### config.mk
export PLATFORM = sky130hd
export DESIGN_NAME = rpg_mod_unit
export DESIGN_NICKNAME = d
export VERILOG_FILES = /design/src/rtl/random_permutation_generator_assert.svh /design/src/rtl/rpg_pkg.sv /design/src/rtl/rpg_mod_unit.sv
export SDC_FILE = /design/constraint.sdc
export NUM_CORES = 1
export LEC_CHECK = 0
export BUFFER_PORTS_ARGS = -buffer_cell sky130_fd_sc_hd__clkbuf_2
export CORE_ASPECT_RATIO = 0.8
export CORE_MARGIN = 1
export CORE_UTILIZATION = 43
export DETAILED_ROUTE_END_ITERATION = 16
export HOLD_SLACK_MARGIN = 0.06
export PLACE_DENSITY = 0.76
export RECOVER_POWER = 50
export SETUP_SLACK_MARGIN = 0.2
export SKIP_CTS_REPAIR_TIMING = 1
export SYNTH_ARGS = -nofsm -noshare
export SYNTH_HDL_FRONTEND = slang
export SYNTH_SLANG_ARGS = --single-unit
### constraint.sdc
create_clock -name clk -period 2.79 [get_ports clk]
set_input_delay 0.1395 -clock clk [delete_from_list [all_inputs] [get_ports clk]]
set_output_delay 0.1395 -clock clk [all_outputs]
set_load 0.01 [all_outputs]
### src/rtl/random_permutation_generator_assert.svh
// Assertion macros for the permutation generator
`ifndef RANDOM_PERMUTATION_GENERATOR_ASSERT_SVH
`define RANDOM_PERMUTATION_GENERATOR_ASSERT_SVH

`ifndef ASSERT_OFF

// Condition must hold at every edge outside reset
`define RPG_ASSERT_HOLDS(lbl, clk, rst, cond, msg) \
  lbl: assert property (@(posedge clk) disable iff (rst) (cond)) else $error(msg);

// Antecedent at one edge implies consequent at the next
`define RPG_ASSERT_NEXT(lbl, clk, rst, ante, cons, msg) \
  lbl: assert property (@(posedge clk) disable iff (rst) (ante) |=> (cons)) else $error(msg);

`else

`define RPG_ASSERT_HOLDS(lbl, clk, rst, cond, msg)
`define RPG_ASSERT_NEXT(lbl, clk, rst, ante, cons, msg)

`endif

`endif

### src/rtl/rpg_pkg.sv
`default_nettype none

package rpg_pkg;

  // Field widths
  localparam int IDX_W   = 10;
  localparam int ENTRY_W = 10;
  localparam int CFG_W   = 11;
  localparam int STAT_W  = 2;
  localparam int LCG_W   = 32;

  // Configuration port
  localparam int APB_ADDR_W = 3;
  localparam int APB_DATA_W = 32;
  localparam logic REG_ITEM_COUNT = 1'b0;
  localparam logic [CFG_W-1:0] ITEM_COUNT_RST = 11'd8;

  // Default store depth
  localparam int DEF_MAX_ITEMS = 1024;

  // Generator constants
  localparam logic [LCG_W-1:0] LCG_SEED = 32'h1234_5678;
  localparam logic [LCG_W-1:0] LCG_MUL  = 32'd1664525;
  localparam logic [LCG_W-1:0] LCG_ADD  = 32'd1013904223;

  // Request opcodes
  localparam logic OP_GEN  = 1'b0;
  localparam logic OP_READ = 1'b1;

  // Result status codes
  localparam logic [STAT_W-1:0] ST_OK         = 2'd0;
  localparam logic [STAT_W-1:0] ST_ZERO_COUNT = 2'd1;
  localparam logic [STAT_W-1:0] ST_BAD_READ   = 2'd2;

endpackage

`default_nettype wire

### src/rtl/rpg_mod_unit.sv
`default_nettype none

module rpg_mod_unit import rpg_pkg::*; #(
  parameter int DIV_W = 11,
  parameter int REM_W = 10
) (
  input  wire logic             clk,
  input  wire logic             rst,
  input  wire logic             start,
  input  wire logic [LCG_W-1:0] dividend,
  input  wire logic [DIV_W-1:0] divisor,
  output      logic             busy,
  output      logic [REM_W-1:0] remainder
);

  localparam int STEP_W = $clog2(LCG_W + 1);

  logic [LCG_W-1:0]  quo;
  logic [DIV_W-1:0]  rem;
  logic [STEP_W-1:0] steps;
  logic [DIV_W:0]    trial;
  logic [DIV_W:0]    diff;
  logic              take;

  // One restoring step: shift in the next dividend bit, subtract if it fits
  always_comb begin
    trial = {rem, quo[LCG_W-1]};
    diff  = trial - {1'b0, divisor};
    take  = (trial >= {1'b0, divisor});
  end

  always_ff @(posedge clk) begin
    if (rst) begin
      busy  <= 1'b0;
      steps <= '0;
    end else if (start) begin
      quo   <= dividend;
      rem   <= '0;
      steps <= STEP_W'(LCG_W);
      busy  <= 1'b1;
    end else if (busy) begin
      quo   <= {quo[LCG_W-2:0], 1'b0};
      rem   <= take ? DIV_W'(diff) : DIV_W'(trial);
      steps <= steps - 1'b1;
      if (steps == STEP_W'(1)) begin
        busy <= 1'b0;
      end
    end
  end

  // Remainder stays below the divisor, so it fits the index width
  assign remainder = REM_W'(rem);

endmodule

`default_nettype wire

**Yosys cells after proc, flatten, opt, wreduce, memory -nomap -nowiden**

Index checks and enable logic that the tools add are counted.

- Equality and inequality tests: 1
- Reductions and logical operators: 3
- Multiplexer cells: 9
- Order comparisons: 1
- Bitwise gates (word level): 1
- Add/sub/neg operators: 2

Operators with widths:

| cell | count |
|---|---|
| two-way mux 32 bit | 2 |
| two-way mux 11 bit | 2 |
| greater-or-equal comparator 12 x 11 -> 1 bit | 1 |
| two-way mux 6 bit | 2 |
| subtractor 11 bit | 1 |
| == test 6 x 1 -> 1 bit, second input constant | 1 |
| subtractor 6 x 1 -> 6 bit, second input constant | 1 |
| two-way mux 1 bit | 3 |
| AND reduction 2 bit | 1 |
| nonzero test 2 bit | 1 |
| OR reduction 2 bit | 1 |
| inverter 1 bit | 1 |

- Flip-flop bits (word level): 50
- Bits of input ports: 46
- Word-level logic and storage cells: 22

**Logic depth before layout (Yosys ltp)**

- Depth in word-level cells: 4
- Mapped depth: 10

**Worst setup path before layout**

Ideal clock, no wire load.

- Kind: register -> register
- From: register busy
- To: register quo[0] (enable)
- Setup time: 0.445 ns
- Slack: -0.024 ns
- Buffers on the path: 0
- Clock period less this slack: 2.814 ns
- Arrival: 2.370 ns
- Stages on the path, launching flop included: 3
- Data required time: 2.345 ns
- Cell sequence: dfxtp_1 -> nor2_1 -> nor2_1

- Longest elaborated chain between the ends: 2

RTL lines:

| item | line | text |
|---|---|---|
| start: declaration | rpg_mod_unit.sv:12 | `output logic busy,` |
| start signal: assignment | rpg_mod_unit.sv:34 | `busy <= 1'b0;` |
| start signal: assignment | rpg_mod_unit.sv:40 | `busy <= 1'b1;` |
| start signal: assignment | rpg_mod_unit.sv:46 | `busy <= 1'b0;` |
| nonzero test 2 bit (no source line) | -- |  |
| AND reduction 2 bit (no source line) | -- |  |
| end signal: assignment | rpg_mod_unit.sv:37 | `quo <= dividend;` |
| end signal: assignment | rpg_mod_unit.sv:42 | `quo <= {quo[LCG_W-2:0], 1'b0};` |
| end: declaration | rpg_mod_unit.sv:18 | `logic [LCG_W-1:0] quo;` |

No other way between the ends.
A chain may end at the register's enable or synchronous reset.

**Worst setup path in the final report**

- From: register quo[31]
- To: register rem[9], data pin

- Longest elaborated chain between the ends: 3
- Elaborated cells on any way between the ends: 4
- Classes of those cells: 1 x add/sub; 1 x order compare; 2 x mux

RTL lines:

| item | line | text |
|---|---|---|
| subtractor 11 bit / greater-or-equal comparator 12 x 11 -> 1 bit (equally long branches) | rpg_mod_unit.sv:28, rpg_mod_unit.sv:29 |  |
| two-way mux 11 bit (*) | rpg_mod_unit.sv:43 | `rem <= take ? DIV_W'(diff) : DIV_W'(trial);` |
| two-way mux 11 bit (*) | rpg_mod_unit.sv:41 | `end else if (busy) begin` |
| end signal: assignment | rpg_mod_unit.sv:43 |  |
| end: declaration | rpg_mod_unit.sv:19 | `logic [DIV_W-1:0] rem;` |

Every way passes the cells marked *; elsewhere a longest branch is shown, timed or not. The select of a mux whose other input is x is not followed.

==> metrics.md <==
| Metric | Value |
|---|---|
| Die W | 92.8 um |
| Seq pwr share | 0.478 |
| Asr flop ratio synth | 0 |
| Max Cap Viol | 0 |
| Worst slew pin tran | 1.16 ns |
| Simple-gate portion of the synthesized area | 0.0992 |
| Synth area leaders | edfxtp_1, mux2_2, ha_1, dfxtp_1, buf_4 |
| Count of final setup violators | 0 |
| Power Dens Cells | 577 nW/um^2 |
| Tot GR Track Use | 0.152 |
| Core Area | 6380 um^2 |
| Filler cell count | 609 |
| Residual DRC count | 0 |
| Initial Util | 0.445 |
| Synth Area in Adders | 0.0643 |
| Commonest register cell after synthesis | edfxtp_1 |
| DR vias | 1934 |
| Critical Path Fanout Max | 5 |
| Area grow syn2layout | 16.9% |
| Yosys top cell area share | 0.455 |
| Sequential share of the synthesized area | 0.504 |
| Cells after DPL | 368 |
| Initial DRC count | 77 |
| Yosys top cell by area | edfxtp_1 |
| Largest family of logic cells by synthesized area | multiplexers |
| Clock power frac | 0.272 |
| Die footprint | 6930 um^2 |
| CTS tree | done |
| Initial antenna violation count | 0 |
| Dpl hpwl | 3700 um |
| Outcome | completed |
| Yosys warnings | 0 |
| Layout cells sized above 1 | 0.356 |
| Netlist Area Pre-Place | 2840 um^2 |
| Maximum VDD drop | 0.000266 V |
| Endpoints failing hold | 0 |
| Crit path kind | reg -> reg |
| Via/cell ratio | 5.10 |
| CP endpoint kind | register |
| Die Y | 74.7 um |
| Sw Pwr | 0.529 mW |
| Syn nets | 298 |
| Net Sw Frac | 0.276 |
| Post-Synth XOR/XNOR Area | 0.0309 |
| # diodes | 0 |
| Fin crit share | 0.895 |
| Largest net degree at the start of global routing | 48 |
| Leakage | 1.33 nW |
| GP Congestion | 0.822 |
| Count of cell types in the netlist | 44 |
| Ports | 57 |
| Final Critical Period | 2.50 ns |
| Number of global-route vias before repair | 1758 |
| Total wire length | 5200 um |
| Slew HR | 0.224 |
| CP Cell Sequence | inv_1 -> ha_2 -> fa_2 -> nand2b_4 -> a21oi_4 -> o2111ai_4 -> a41oi_4 -> buf_6 -> nor3b_1 -> a41o_2 |
| Fmax | 401 MHz |
| Seq cells post-synth | 50 |
| Slowest stage delay, CP | 0.40 ns |
| Final instance area | 3320 um^2 |
| Mux cell area share after synthesis | 0.141 |
| Power share of the combinational group | 0.250 |
| Skew final | 0.00910 ns |
| Req. time, crit path | 2.85 ns |
| Clk_lat worst skew | 0.30 ns |
| Clk root buf | clkbuf_8 |
| Complex-gate fraction of the synthesized area | 0.0974 |
| Final nets | 354 |
| Post-DRT Antenna Nets | 0 |
| Slew Limit Fails | 0 |
| Placed Area | 3170 um^2 |
| CP arrival | 2.55 ns |
| IO buf count | 56 |
| GR Overflow Total | 0 |
| Critical Path Start Type | register |
| Count leader, synth | edfxtp_1 |
| Post-route insts no fill | 379 |
| Internal power | 1.38 mW |
| TritonCTS Buffers | 5 |
| Setup tns final | 0 ns |
| Global-route wire length before repair | 8140 um |
| Post-synth EDFFs | 43 |
| Core Rows | 26 |
| Max H-tree Level | 2 |
| Slowest stage cell, crit path | fa_2 |
| Most frequent cells after synthesis | edfxtp_1, mux2_2, inv_1, nor2_1, ha_1 |
| DR pass1 iterations | 4 |
| Cells after synthesis | 238 |
| HP Class | in -> reg |
| Avg Inst Size Synth | 11.9 um^2 |
| CTS Buffer Depth | 2 |
| CTS sink count | 50 |
| Worst-path clk slew | 0.10 ns |
| WL/cell | 13.7 um |
| RSZ-0062 raised after global routing | no |
-- metal layers --
metal  vias up  routed length, um  track usage
met1       922               2650        0.224
li1        969                  -            -
met5         -                  0            0
met2        39               2340        0.234
met3         4                200       0.0343
met4         0                 14       0.0274
-- cell type report --
class                      instances  area [um^2]  area share
clock inverter                     3         43.8      0.0132
clock buffer                       5         68.8      0.0207
tap                               84          105      0.0317
inverter                          19         71.3      0.0215
timing repair buffer              65          335       0.101
multi-input combinational        153         1260       0.380
sequential                        50         1430       0.431
-- cells in the final DEF, fill, tap and decap left out, types with 4 or more instances in the layout --
master,instances
nand3_1,4
mux2i_1,5
dfxtp_1,7
clkbuf_2,45
mux2_2,28
nor3_1,8
edfxtp_1,43
clkbuf_8,5
inv_1,19
clkbuf_1,12
xor2_1,4
nor2_1,18
xnor2_1,6
a21oi_1,10
nand2_1,10
buf_4,5
o21ai_0,8
ha_1,12
-- through the flow --
step	util	worst slack (ns)	hold slack (ns)	power [mW]
after CTS	0.515	0.177	0.110	1.90
after detailed placement	0.497	0.204	0.429	1.38
final	0.520	0.294	0.101	1.91
after global routing	0.520	0.186	0.115	2.01
after global placement	0.497	0.270	0.426	1.37
after floorplan	-	0.319	0.209	1.28
-- kinds of logic (layout without fill, tap and decap cells) --
kind of cell | Yosys count | count (layout)
AND/OR/NAND/NOR | 57 | 57
flip-flops | 50 | 50
AO/OA/AOI/OAI | 36 | 36
multiplexers | 36 | 36
buffers and inverters | 35 | 92
adder cells (fa/ha/maj) | 14 | 14
XOR/XNOR | 10 | 10
-- state kept, by name, indices dropped and copies added (netlist names) --
register	flops
busy	1
rem	11
quo	32
steps	6
-- worst max-delay path, delay by kind of cell (launching register included) --
kind                       cells  cell delay (ns)
DFF                            1             0.36
AOI/OAI and AO/OA              4             0.87
buffers and inverters          2             0.21
and+or+nand+nor                2             0.21
adders and majority gates      2             0.59
-- worst paths after layout --
check	cells past startpoint	slack (ns)	start	to
setup / recovery	10	0.29	quo[31]	rem[9]
setup reg to reg	10	0.29	quo[31]	rem[9]
hold / removal	2	0.10	rst	steps[5]
hold reg to reg	2	0.52	steps[1]	steps[1]
-- power groups by stage --
| stage | combinational, mW | sequential [mW] | clock [mW] |
|---|---|---|---|
| after floorplan | 0.354 | 0.924 | 0 |
| after global placement | 0.437 | 0.931 | 0 |
| after detailed placement | 0.447 | 0.933 | 0 |
| after CTS | 0.451 | 0.916 | 0.532 |
| after global routing | 0.531 | 0.922 | 0.555 |
| final | 0.479 | 0.915 | 0.520 |
Note: power is estimated with default switching activity, not from simulation.
