==> src/rtl/random_permutation_generator_assert.svh <==
// Assertion macros for the permutation generator
`ifndef RANDOM_PERMUTATION_GENERATOR_ASSERT_SVH
`define RANDOM_PERMUTATION_GENERATOR_ASSERT_SVH

`ifndef ASSERT_OFF

// Condition must hold at every edge outside reset
`define RPG_ASSERT_HOLDS(lbl, clk, rst, cond, msg) \
  lbl: assert property (@(posedge clk) disable iff (rst) (cond)) else $error(msg);

// Antecedent at one edge implies consequent at the next
`define RPG_ASSERT_NEXT(lbl, clk, rst, ante, cons, msg) \
  lbl: assert property (@(posedge clk) disable iff (rst) (ante) |=> (cons)) else $error(msg);

`else

`define RPG_ASSERT_HOLDS(lbl, clk, rst, cond, msg)
`define RPG_ASSERT_NEXT(lbl, clk, rst, ante, cons, msg)

`endif

`endif

==> src/rtl/rpg_pkg.sv <==
`default_nettype none

package rpg_pkg;

  // Field widths
  localparam int IDX_W   = 10;
  localparam int ENTRY_W = 10;
  localparam int CFG_W   = 11;
  localparam int STAT_W  = 2;
  localparam int LCG_W   = 32;

  // Configuration port
  localparam int APB_ADDR_W = 3;
  localparam int APB_DATA_W = 32;
  localparam logic REG_ITEM_COUNT = 1'b0;
  localparam logic [CFG_W-1:0] ITEM_COUNT_RST = 11'd8;

  // Default store depth
  localparam int DEF_MAX_ITEMS = 1024;

  // Generator constants
  localparam logic [LCG_W-1:0] LCG_SEED = 32'h1234_5678;
  localparam logic [LCG_W-1:0] LCG_MUL  = 32'd1664525;
  localparam logic [LCG_W-1:0] LCG_ADD  = 32'd1013904223;

  // Request opcodes
  localparam logic OP_GEN  = 1'b0;
  localparam logic OP_READ = 1'b1;

  // Result status codes
  localparam logic [STAT_W-1:0] ST_OK         = 2'd0;
  localparam logic [STAT_W-1:0] ST_ZERO_COUNT = 2'd1;
  localparam logic [STAT_W-1:0] ST_BAD_READ   = 2'd2;

endpackage

`default_nettype wire

==> src/rtl/rpg_lcg.sv <==
`default_nettype none

module rpg_lcg import rpg_pkg::*; (
  input  wire logic             clk,
  input  wire logic             rst,
  input  wire logic             seed_load,
  input  wire logic             step,
  output      logic [LCG_W-1:0] value
);

  // Reseed or advance x' = x * MUL + ADD, modulo 2^32
  always_ff @(posedge clk) begin
    if (rst) begin
      value <= LCG_SEED;
    end else if (seed_load) begin
      value <= LCG_SEED;
    end else if (step) begin
      value <= LCG_W'(value * LCG_MUL + LCG_ADD);
    end
  end

endmodule

`default_nettype wire

==> config.mk <==
export PLATFORM = sky130hd
export DESIGN_NAME = rpg_lcg
export DESIGN_NICKNAME = d
export VERILOG_FILES = /design/src/rtl/random_permutation_generator_assert.svh /design/src/rtl/rpg_pkg.sv /design/src/rtl/rpg_lcg.sv
export SDC_FILE = /design/constraint.sdc
export NUM_CORES = 1
export LEC_CHECK = 0
export BUFFER_PORTS_ARGS = -buffer_cell sky130_fd_sc_hd__buf_4
export CORE_MARGIN = 1.5
export CORE_UTILIZATION = 45
export CTS_BUF_LIST = sky130_fd_sc_hd__clkbuf_4
export CTS_CLUSTER_SIZE = 10
export DETAILED_ROUTE_END_ITERATION = 12
export GPL_ROUTABILITY_DRIVEN = 0
export GPL_TIMING_DRIVEN = 0
export PLACE_DENSITY_LB_ADDON = 0.08
export RECOVER_POWER = 50
export SLEW_MARGIN = 15
export SYNTH_ARGS = -nofsm -noshare
export SYNTH_HDL_FRONTEND = slang
export SYNTH_SLANG_ARGS = --single-unit
==> constraint.sdc <==
create_clock -name clk -period 7.8 [get_ports clk]
set_clock_uncertainty 0.05 [all_clocks]
set_input_delay 0.78 -clock clk [delete_from_list [all_inputs] [get_ports clk]]
set_output_delay 0.78 -clock clk [all_outputs]
set_load 0.05 [all_outputs]
== Word level (Yosys, flattened, before mapping) ==
Cells that the tools add are included.
Cells by class
  reduce and logical (&&, ||, !) cells: 1
  divide/modulo/power cells: 0
  shifts and indexed selects: 0
  mux-type cells: 0
  $lt $le $gt $ge: 0
  bitwise logic cells: 0
  multipliers: 1
  equal/unequal tests: 0
  add/subtract/negate cells: 1
Operators with widths (count)
  $add 32x30->32 const B: 1
  $mul 32x21->32 const B: 1
  $reduce_or 2->1: 1
Storage, ports and cells
  flip-flop bits (word level): 32
  bits in read-only memories: 0
  word-level logic and storage cells: 4
  bits in latches: 0
  RAM bits: 0
  memories: 0

== Longest topological paths before layout ==
Gate-level depths: netlist of the first run.
  depth in word-level cells: 2
  depth in mapped cells: 25
  gate-level depth less buffers: 24

== Worst setup path before layout of the first run ==
Ideal clock, no wire load.
  path kind: flip-flop to flip-flop
  start point: reg value[1]
  end point: reg value[30]
  library setup time: 119 ps
  cell stages (with the launch flop): 23
  slack: 1488 ps
  buffers on the path: 0
  period minus slack after synthesis: 6312 ps
  arrival: 6142 ps
  cell sequence: dfxtp_1 > inv_1 > ha_1 > xnor2_1 > ha_1 > fa_1 > inv_1 > fa_1 > inv_1 > fa_1 > fa_1 > inv_1 > fa_1 > inv_1 > ha_1 > and4_1 > a221o_1 > a221o_1 > nor3_2 > a21boi_1 > a21boi_2 > xor2_1 > o21ai_1
On the way
  word-level cells in the longest chain between the ends: 2
RTL lines
  start, declared: RTL line rpg_lcg.sv:8  | output logic [LCG_W-1:0] value
  start signal, assigned: RTL line rpg_lcg.sv:18  | value <= LCG_W'(value * LCG_MUL + LCG_ADD);
  $mul 32x21->32: RTL line rpg_lcg.sv:18
  $add 32x30->32: RTL line rpg_lcg.sv:18
Every way passes these cells.
A chain may end at the register's enable or synchronous reset.

== Final worst setup path of the first run ==
Same ends and word-level chain as after synthesis.

==> results.py, run 1 <==
metrics = {
    "outcome": {
        "outcome": "finished clean",
    },
    "critical_path": {
        "r2r_cells": 23,
        "r2r-start": "value[1]",
        "path_class": "reg -> reg",
        "worstSetupStartpointType": "flop",
        "r2r_slack_ns": 0.87,
        "end_kind": "flop",
        "critPathTopFamily": "adder cells",
        "crit_path_cell_trace": "inv_1, ha_1, xor2_1, xor2_1, fa_1, inv_1, fa_1, fa_1, fa_1, inv_1, fa_1, inv_1, ha_1, buf_6, a21oi_2, nand2_1, a221o_1, a221o_1, nor3_2, a21boi_1, a21boi_2, xor2_1, o21ai_1",
        "crit_start": "value[1]",
        "crit_buf_inv": 5,
        "required_ns": 8.03,
        "max_stage_delay_ns": 0.70,
        "cp.depth": 23,
        "cpMaxStageDelayCell": "dfxtp_1",
        "arrival_ns": 7.17,
        "cp_common_cell": "fa_1",
        "crit_fanout": 12,
    },
    "hold_path": {
        "hp-start": "value[30]",
        "min_path_type": "reg -> reg",
        "hold_depth": 2,
    },
    "synth": {
        "ys_ff_latch": 32,
        "synth.top_cell.area_share_pct": 34.0,
        "syn_inst": 852,
        "async_flop_share_pct": 0,
        "avgSynthCellArea_um2": 9.46,
        "syn-cell-area_mm2": 0.00806,
        "ys_types": 53,
        "syn_nets": 1153,
        "yosysTopAreaCell": "fa_1",
        "synth-edff-count": 0,
        "ys.flop_type": "dfxtp_1",
        "yosys_warnings": 0,
        "yosysSeqAreaShare_pct": 7.95,
        "synth_area_leaders": "fa_1, ha_1, inv_1",
    },
    "die": {
        "start_util_pct": 46.3,
        "num_rows": 48,
        "fp.coreArea_mm2": 0.0174,
        "die_w_um": 137,
        "fp.dieArea_mm2": 0.0187,
        "die_h_um": 137,
        "io_pins": 36,
    },
    "cells_and_area": {
        "drive_gt1_share_pct": 2.91,
        "most-common-layout-cells": "inv_1, ha_1, fa_1, clkbuf_1, xnor2_1",
        "area.growth.synth_to_final_pct": 6.22,
        "reg_top3": "value x32",
        "final_common_cell": "inv_1",
        "finalNetCount": 1194,
        "largest_reg_flops": 32,
        "top_register": "value",
    },
    "sta": {
        "fmax_ghz": 0.144,
        "maxSlewViolCount": 0,
        "setup_viol": 0,
        "timing.final.crit_period_ns": 6.93,
        "setup-tns-final_ns": 0,
        "max_slew_margin_pct": 19.4,
        "hold_viol": 0,
        "rsz0062_at_grt": "false",
        "finalCritPeriodShare_pct": 88.9,
        "worst_pin_slew_ns": 1.21,
    },
    "cts": {
        "insertion_delay_ns": 0.39,
        "cts_hold_buffers": 0,
        "cts.htree.levels": 2,
        "cts_root_buf": "clkbuf_4",
        "cts_tree": "built",
        "cts_resized": 0,
        "numCtsBuffers": 5,
        "post-cts-setup-buffers": 0,
        "cts_num_sinks": 32,
        "clk_pin_slew_ns": 0.12,
        "clock_path_buffers": 2,
    },
    "placed_design": {
        "dp_hpwl_um": 18300,
        "port-buffer-count": 34,
    },
    "drt": {
        "drt-wirelength-per-cell_um": 18.7,
        "drt_iter0_drc": 290,
        "via_per_inst": 5.10,
        "dr.pass1.iters": 5,
        "drt_wl_total_um": 21000,
        "drcViolationCount": 0,
        "ant_nets": 0,
        "vias": 5713,
    },
    "global_routing": {
        "antenna_found_initial": 1,
        "overflow": 0,
        "grt_pass1_vias": 6007,
        "grt_start_max_net_pins": 13,
        "grt_pass1_wl_um": 33300,
        "grt.total_usage_pct": 24.3,
    },
    "job": {
        "drv_cap": 0,
    },
}
[routing by layer]
layer / GRT usage (%) / vias up / part of all wire (%)
met5: 0 / - / 0
met4: 4.50 / 0 / 1.2
met3: 3.78 / 14 / 4.6
met2: 36.3 / 100 / 44
met1: 37.4 / 2891 / 50
li1: - / 2708 / -
[kinds of logic after synthesis]
logic type	count (synthesis)	synth area share [%]
and+or+nand+nor	100	6.07
muxes	10	1.24
AOI/OAI and AO/OA	95	7.88
xor gates and xnor gates	50	5.43
adders and majority gates	297	58.8
DFF	32	7.95
buffers and inverters	268	12.6
[final timing paths]
check,to
worst max-delay path,value[30]
worst min register to register,value[30]
worst max register to register,value[30]
worst min-delay path,value[30]
[tightest hold or removal path, stage by stage, from the launching register on]
cell and delay (ns):
dfxtp_1 0.35, nand3_1 0.08, o21ai_1 0.06
[cell usage after synthesis, types with 3 or more instances]
master    instances
inv_1           258
ha_1            160
fa_1            137
xnor2_1          35
dfxtp_1          32
nand2_1          30
a21oi_1          25
nor2_1           25
o21ai_0          23
xor2_1           15
mux2i_1          10
nand3_1          10
o211ai_1          8
clkbuf_1          7
nor3_1            7
a21o_1            6
nor2b_1           5
nand4_1           4
o21ai_2           3
o31ai_1           3
or2_2             3
[final cells by class]
| class | count | area, um^2 |
|---|---|---|
| diodes | 1 | 2.50 |
| multi-input cells | 552 | 6410 |
| plain buffers | 10 | 46.3 |
| repair buffers | 34 | 143 |
| well taps | 225 | 282 |
| clock buffers | 5 | 37.5 |
| inverters | 258 | 968 |
| clock inverters | 3 | 37.5 |
| flip-flops and latches | 32 | 641 |
| fillers | 1701 | 8850 |
[metrics by stage]
stage | area [um^2] | util (%) | std cells | hold slack [ns] | setup slack, ns
floorplan | 8060 | - | 852 | 0.666 | 1.49
global route | 8560 | 49.2 | 1120 | 0.495 | 0.523
finish | 8560 | 49.2 | 1120 | 0.469 | 0.866
global placement | 8600 | 49.4 | 1111 | 0.445 | 0.891
CTS | 8670 | 49.8 | 1119 | 0.464 | 0.889
detailed placement | 8600 | 49.4 | 1111 | 0.448 | 0.950
Power of run 1 is not shown: default switching activity piles up to over one toggle a cycle in this logic, so the estimate is an artifact.
==> run 2, diff against run 1 <==
Settings changed: CORE_MARGIN 1.5 to unset, MAX_ROUTING_LAYER set to met4, PLACE_DENSITY set to 0.67, PLACE_DENSITY_LB_ADDON 0.08 to unset.
==> run 2 against run 1 <==
  * Non-clock buffer count unchanged
  * Setup slack better by 0.10 ns
  * Sequential share of layout area barely moved
  * Maximum frequency increased by 1.5%
  * Wire length down 8.5%
  * Cell area grew 0.10%
  * Utilization up 0.050 points
  * Highest routed layer unchanged
==> results.py, run 2 (same netlist as run 1, synthesis figures left out) <==
metrics = {
    "cts": {
        "cts.htree.levels": 2,
        "clk_pin_slew_ns": 0.11,
        "numCtsBuffers": 5,
        "clock_path_buffers": 2,
        "cts_num_sinks": 32,
        "cts_tree": "built",
        "cts_resized": 0,
        "post-cts-setup-buffers": 0,
        "cts_hold_buffers": 0,
        "insertion_delay_ns": 0.36,
        "cts_root_buf": "clkbuf_4",
    },
    "critical_path": {
        "max_stage_delay_ns": 0.71,
        "crit_fanout": 12,
        "worstSetupStartpointType": "flop",
        "path_class": "reg -> reg",
        "end_kind": "flop",
        "crit_path_cell_trace": "inv_1, ha_1, xor2_1, xor2_1, fa_1, fa_1, inv_1, fa_1, fa_1, inv_1, fa_1, inv_1, ha_1, and4_1, a221o_1, a221o_1, nor3_2, a21boi_1, a21boi_2, xor2_1, o21ai_1",
        "cpMaxStageDelayCell": "dfxtp_1",
        "cp_common_cell": "fa_1",
        "crit_start": "value[1]",
        "r2r_end": "value[30]",
        "arrival_ns": 7.03,
        "r2r_slack_ns": 0.97,
        "r2r-start": "value[1]",
        "r2r_cells": 21,
        "required_ns": 8.00,
    },
    "drt": {
        "ant_nets": 0,
        "drt_wl_total_um": 19200,
        "drt_iter0_drc": 270,
        "vias": 5642,
        "drcViolationCount": 0,
        "via_per_inst": 5.04,
        "drt-wirelength-per-cell_um": 17.1,
        "dr.pass1.iters": 5,
    },
    "cells_and_area": {
        "most-common-layout-cells": "inv_1, ha_1, fa_1, clkbuf_1, xnor2_1",
        "area.growth.synth_to_final_pct": 6.33,
        "reg_top3": "value x32",
        "drive_gt1_share_pct": 3.24,
        "top_register": "value",
        "final_common_cell": "inv_1",
        "finalNetCount": 1194,
        "largest_reg_flops": 32,
    },
    "die": {
        "die_w_um": 136,
        "start_util_pct": 46.3,
        "fp.coreArea_mm2": 0.0174,
        "die_h_um": 136,
        "io_pins": 36,
        "num_rows": 48,
        "fp.dieArea_mm2": 0.0185,
    },
    "global_routing": {
        "antenna_found_initial": 1,
        "grt_pass1_vias": 5846,
        "grt_start_max_net_pins": 13,
        "grt_pass1_wl_um": 31200,
        "overflow": 0,
        "grt.total_usage_pct": 23.4,
    },
    "hold_path": {
        "min_path_type": "reg -> reg",
        "whs_endpoint": "value[29]",
        "hp-start": "value[29]",
        "hold_depth": 2,
    },
    "sta": {
        "finalCritPeriodShare_pct": 87.6,
        "max_slew_margin_pct": 31.5,
        "hold_viol": 0,
        "rsz0062_at_grt": "false",
        "setup-tns-final_ns": 0,
        "timing.final.crit_period_ns": 6.83,
        "maxSlewViolCount": 0,
        "fin_hold_ws_ns": 0.469,
        "setup_viol": 0,
        "worst_pin_slew_ns": 1.03,
        "fmax_ghz": 0.146,
    },
    "job": {
        "drv_cap": 0,
    },
    "outcome": {
        "outcome": "finished clean",
    },
    "placed_design": {
        "port-buffer-count": 34,
        "dp_hpwl_um": 16800,
    },
}
run 2: layer usage:
metal	global-route usage [%]	vias to the layer above	wire length (um)
li1	-	2712	-
met1	31.8	2788	8780
met2	37.2	129	9020
met3	3.47	13	1110
met4	4.51	0	257
met5	-	-	0
run 2: worst max-delay path by stage:
stage | depth (start not counted) | end | slack, ns
detailed placement | 23 | value[30] | 1.04
floorplan | 22 | value[30] | 1.49
global route | 23 | value[30] | 0.64
CTS | 23 | value[30] | 1.03
global placement | 23 | value[30] | 1.04
finish | 21 | value[30] | 0.97
run 2: area by class of cell:
type	count	area (um^2)
plain buffers	10	46.3
multi-input cells	552	6410
repair buffers	34	146
diodes	1	2.50
well taps	225	282
inverters	258	968
flip-flops and latches	32	641
clock inverters	2	35.0
fillers	1706	8840
clock buffers	6	45.0
run 2: stage by stage:
| step | instance area (um^2) | instances | setup slack, ns | util (%) |
|---|---|---|---|---|
| 2_1_floorplan | 8060 | 852 | 1.49 | - |
| 3_3_place_gp | 8600 | 1111 | 1.04 | 49.4 |
| 3_5_place_dp | 8600 | 1111 | 1.04 | 49.4 |
| 4_1_cts | 8680 | 1119 | 1.03 | 49.8 |
| 5_1_grt | 8570 | 1120 | 0.641 | 49.2 |
| 6_report | 8570 | 1120 | 0.970 | 49.2 |
run 2: worst max-delay path, delay by kind of cell (launching register included):
| kind | cells | cell delay (ns) |
|---|---|---|
| adder cells (fa/ha/maj) | 7 | 3.21 |
| AO/OA/AOI/OAI | 5 | 1.11 |
| XOR/XNOR | 3 | 0.80 |
| flip-flops | 1 | 0.71 |
| buffers and inverters | 4 | 0.46 |
| AND/OR/NAND/NOR | 2 | 0.41 |
Power of run 2 is left out for the same reason.
==> run 3, diff against run 2 <==
Settings changed: GPL_TIMING_DRIVEN 0 to 1.
Clock period 7.8 ns to 7.6 ns, I/O delays scaled along.
==> run 3 against run 2 <==
  * The run now ends with max-capacitance violations, max-slew violations left
  * Via count is 0.37% higher
  * Register-to-register slack better by 0.22 ns
  * Maximum frequency is 6.6% higher
  * Global-route usage is 0.075 points higher
  * Setup slack better by 0.22 ns
  * Cell area hardly changed
  * Cell count is 0.36% lower
  * Sequential share of layout area hardly changed
  * Clock-buffer cell count is 1 lower
  * Critical endpoint unchanged
  * Largest cell class unchanged
  * Utilization hardly changed
==> results.py, run 3 (same netlist as run 1, synthesis figures left out) <==
metrics = {
    "outcome": {
        "outcome": "complete, but fails checks",
        "violations": "max-capacitance violations, max-slew violations",
    },
    "drt": {
        "drt_iter0_drc": 371,
        "drcViolationCount": 0,
        "via_per_inst": 5.07,
        "drt_wl_total_um": 19400,
        "vias": 5663,
        "ant_nets": 0,
        "drt-wirelength-per-cell_um": 17.3,
        "dr.pass1.iters": 4,
    },
    "die": {
        "num_rows": 48,
        "die_w_um": 136,
        "fp.dieArea_mm2": 0.0185,
        "io_pins": 36,
        "fp.coreArea_mm2": 0.0174,
        "start_util_pct": 46.3,
        "die_h_um": 136,
    },
    "sta": {
        "max_slew_margin_pct": -7.94,
        "finalCritPeriodShare_pct": 84.3,
        "fmax_ghz": 0.156,
        "setup_viol": 0,
        "fin_ws_ns": 1.19,
        "hold_viol": 0,
        "rsz0062_at_grt": "false",
        "timing.final.crit_period_ns": 6.41,
        "setup-tns-final_ns": 0,
        "maxSlewViolCount": 23,
        "worst_pin_slew_ns": 1.62,
    },
    "global_routing": {
        "antenna_found_initial": 1,
        "grt_pass1_wl_um": 31300,
        "grt_pass1_vias": 5868,
        "overflow": 0,
        "grt.total_usage_pct": 23.5,
        "grt_start_max_net_pins": 37,
    },
    "critical_path": {
        "max_stage_delay_ns": 0.65,
        "r2r_slack_ns": 1.19,
        "crit_fanout": 12,
        "required_ns": 7.85,
        "cp_common_cell": "fa_1",
        "r2r_cells": 22,
        "r2r-start": "value[1]",
        "cpMaxStageDelayCell": "dfxtp_1",
        "r2r_end": "value[30]",
        "end_kind": "flop",
        "crit_path_cell_trace": "inv_1, ha_1, xor2_1, xor2_1, fa_1, inv_1, fa_1, fa_1, fa_1, inv_1, fa_1, inv_1, ha_1, a21oi_2, nand2_1, a221o_1, a221o_1, nor3_2, a21boi_1, a21boi_2, xor2_1, o21ai_1",
        "critPathTopFamily": "adder cells",
        "path_class": "reg -> reg",
        "crit_buf_inv": 4,
        "arrival_ns": 6.66,
        "worstSetupStartpointType": "flop",
    },
    "cts": {
        "cts_tree": "built",
        "clk_pin_slew_ns": 0.15,
        "cts_root_buf": "clkbuf_4",
        "post-cts-setup-buffers": 0,
        "insertion_delay_ns": 0.37,
        "cts_num_sinks": 32,
        "cts.htree.levels": 2,
        "cts_resized": 0,
        "clock_path_buffers": 2,
        "numCtsBuffers": 5,
        "cts_hold_buffers": 0,
    },
    "cells_and_area": {
        "area.growth.synth_to_final_pct": 6.32,
        "top_register": "value",
        "seq_area_um2": 641,
        "drive_gt1_share_pct": 3.60,
        "reg_top3": "value x32",
        "final_common_cell": "inv_1",
        "largest_reg_flops": 32,
        "multiInputGateArea_mm2": 0.00641,
        "fillers": 1690,
        "fin_util_pct": 49.2,
        "most-common-layout-cells": "inv_1, ha_1, fa_1, xnor2_1, dfxtp_1",
        "finalNetCount": 1190,
    },
    "placed_design": {
        "dp_hpwl_um": 16800,
        "port-buffer-count": 35,
        "dp_slack_ns": 1.21,
    },
    "hold_path": {
        "min_path_type": "reg -> reg",
        "whs_endpoint": "value[30]",
        "hp-start": "value[30]",
        "hold_depth": 2,
    },
    "job": {
        "drv_cap": 1,
    },
}
run 3: cell count changes in the layout (fill, tap and decap cells not counted), sizes merged:
cell,delta
buf,+4
clkinvlp,+1
clkbuf,-9
run 3: through the flow:
step | instance area [um^2] | instances | hold slack [ns]
2_1_floorplan | 8060 | 852 | 0.666
3_3_place_gp | 8600 | 1107 | 0.468
3_5_place_dp | 8600 | 1107 | 0.477
4_1_cts | 8680 | 1115 | 0.497
5_1_grt | 8570 | 1116 | 0.526
6_report | 8570 | 1116 | 0.504
run 3: final cells by class:
type | count | share of cell area [%]
inverter | 258 | 11.3
timing repair buffer | 40 | 2.23
clock buffer | 5 | 0.438
sequential | 32 | 7.47
antenna | 1 | 0.0292
multi-input combinational | 552 | 74.7
tap | 225 | 3.28
clock inverter | 3 | 0.496
run 3: tightest hold or removal path, delay by kind of cell, from the launching register on:
kind,cells,cell delay [ns]
AO/OA/AOI/OAI,1,0.06
AND/OR/NAND/NOR,1,0.09
flip-flops,1,0.37
run 3: layer usage:
layer  global-route usage [%]  part of all wire [%]
met3                     2.61                   5.2
met2                     35.3                    45
met5                        -                     0
met1                     33.9                    48
met4                     5.49                   1.5
run 3: how the worst max path moves through the flow:
| stage | start | end | slack (ns) | depth (start not counted) |
|---|---|---|---|---|
| after floorplan | value[1] | value[30] | 1.29 | 22 |
| after global placement | value[1] | value[30] | 1.36 | 22 |
| after detailed placement | value[1] | value[30] | 1.21 | 22 |
| after CTS | value[1] | value[30] | 1.20 | 22 |
| after global routing | value[1] | value[29] | 0.80 | 22 |
| final | value[1] | value[30] | 1.19 | 22 |
Power of run 3 is left out for the same reason.
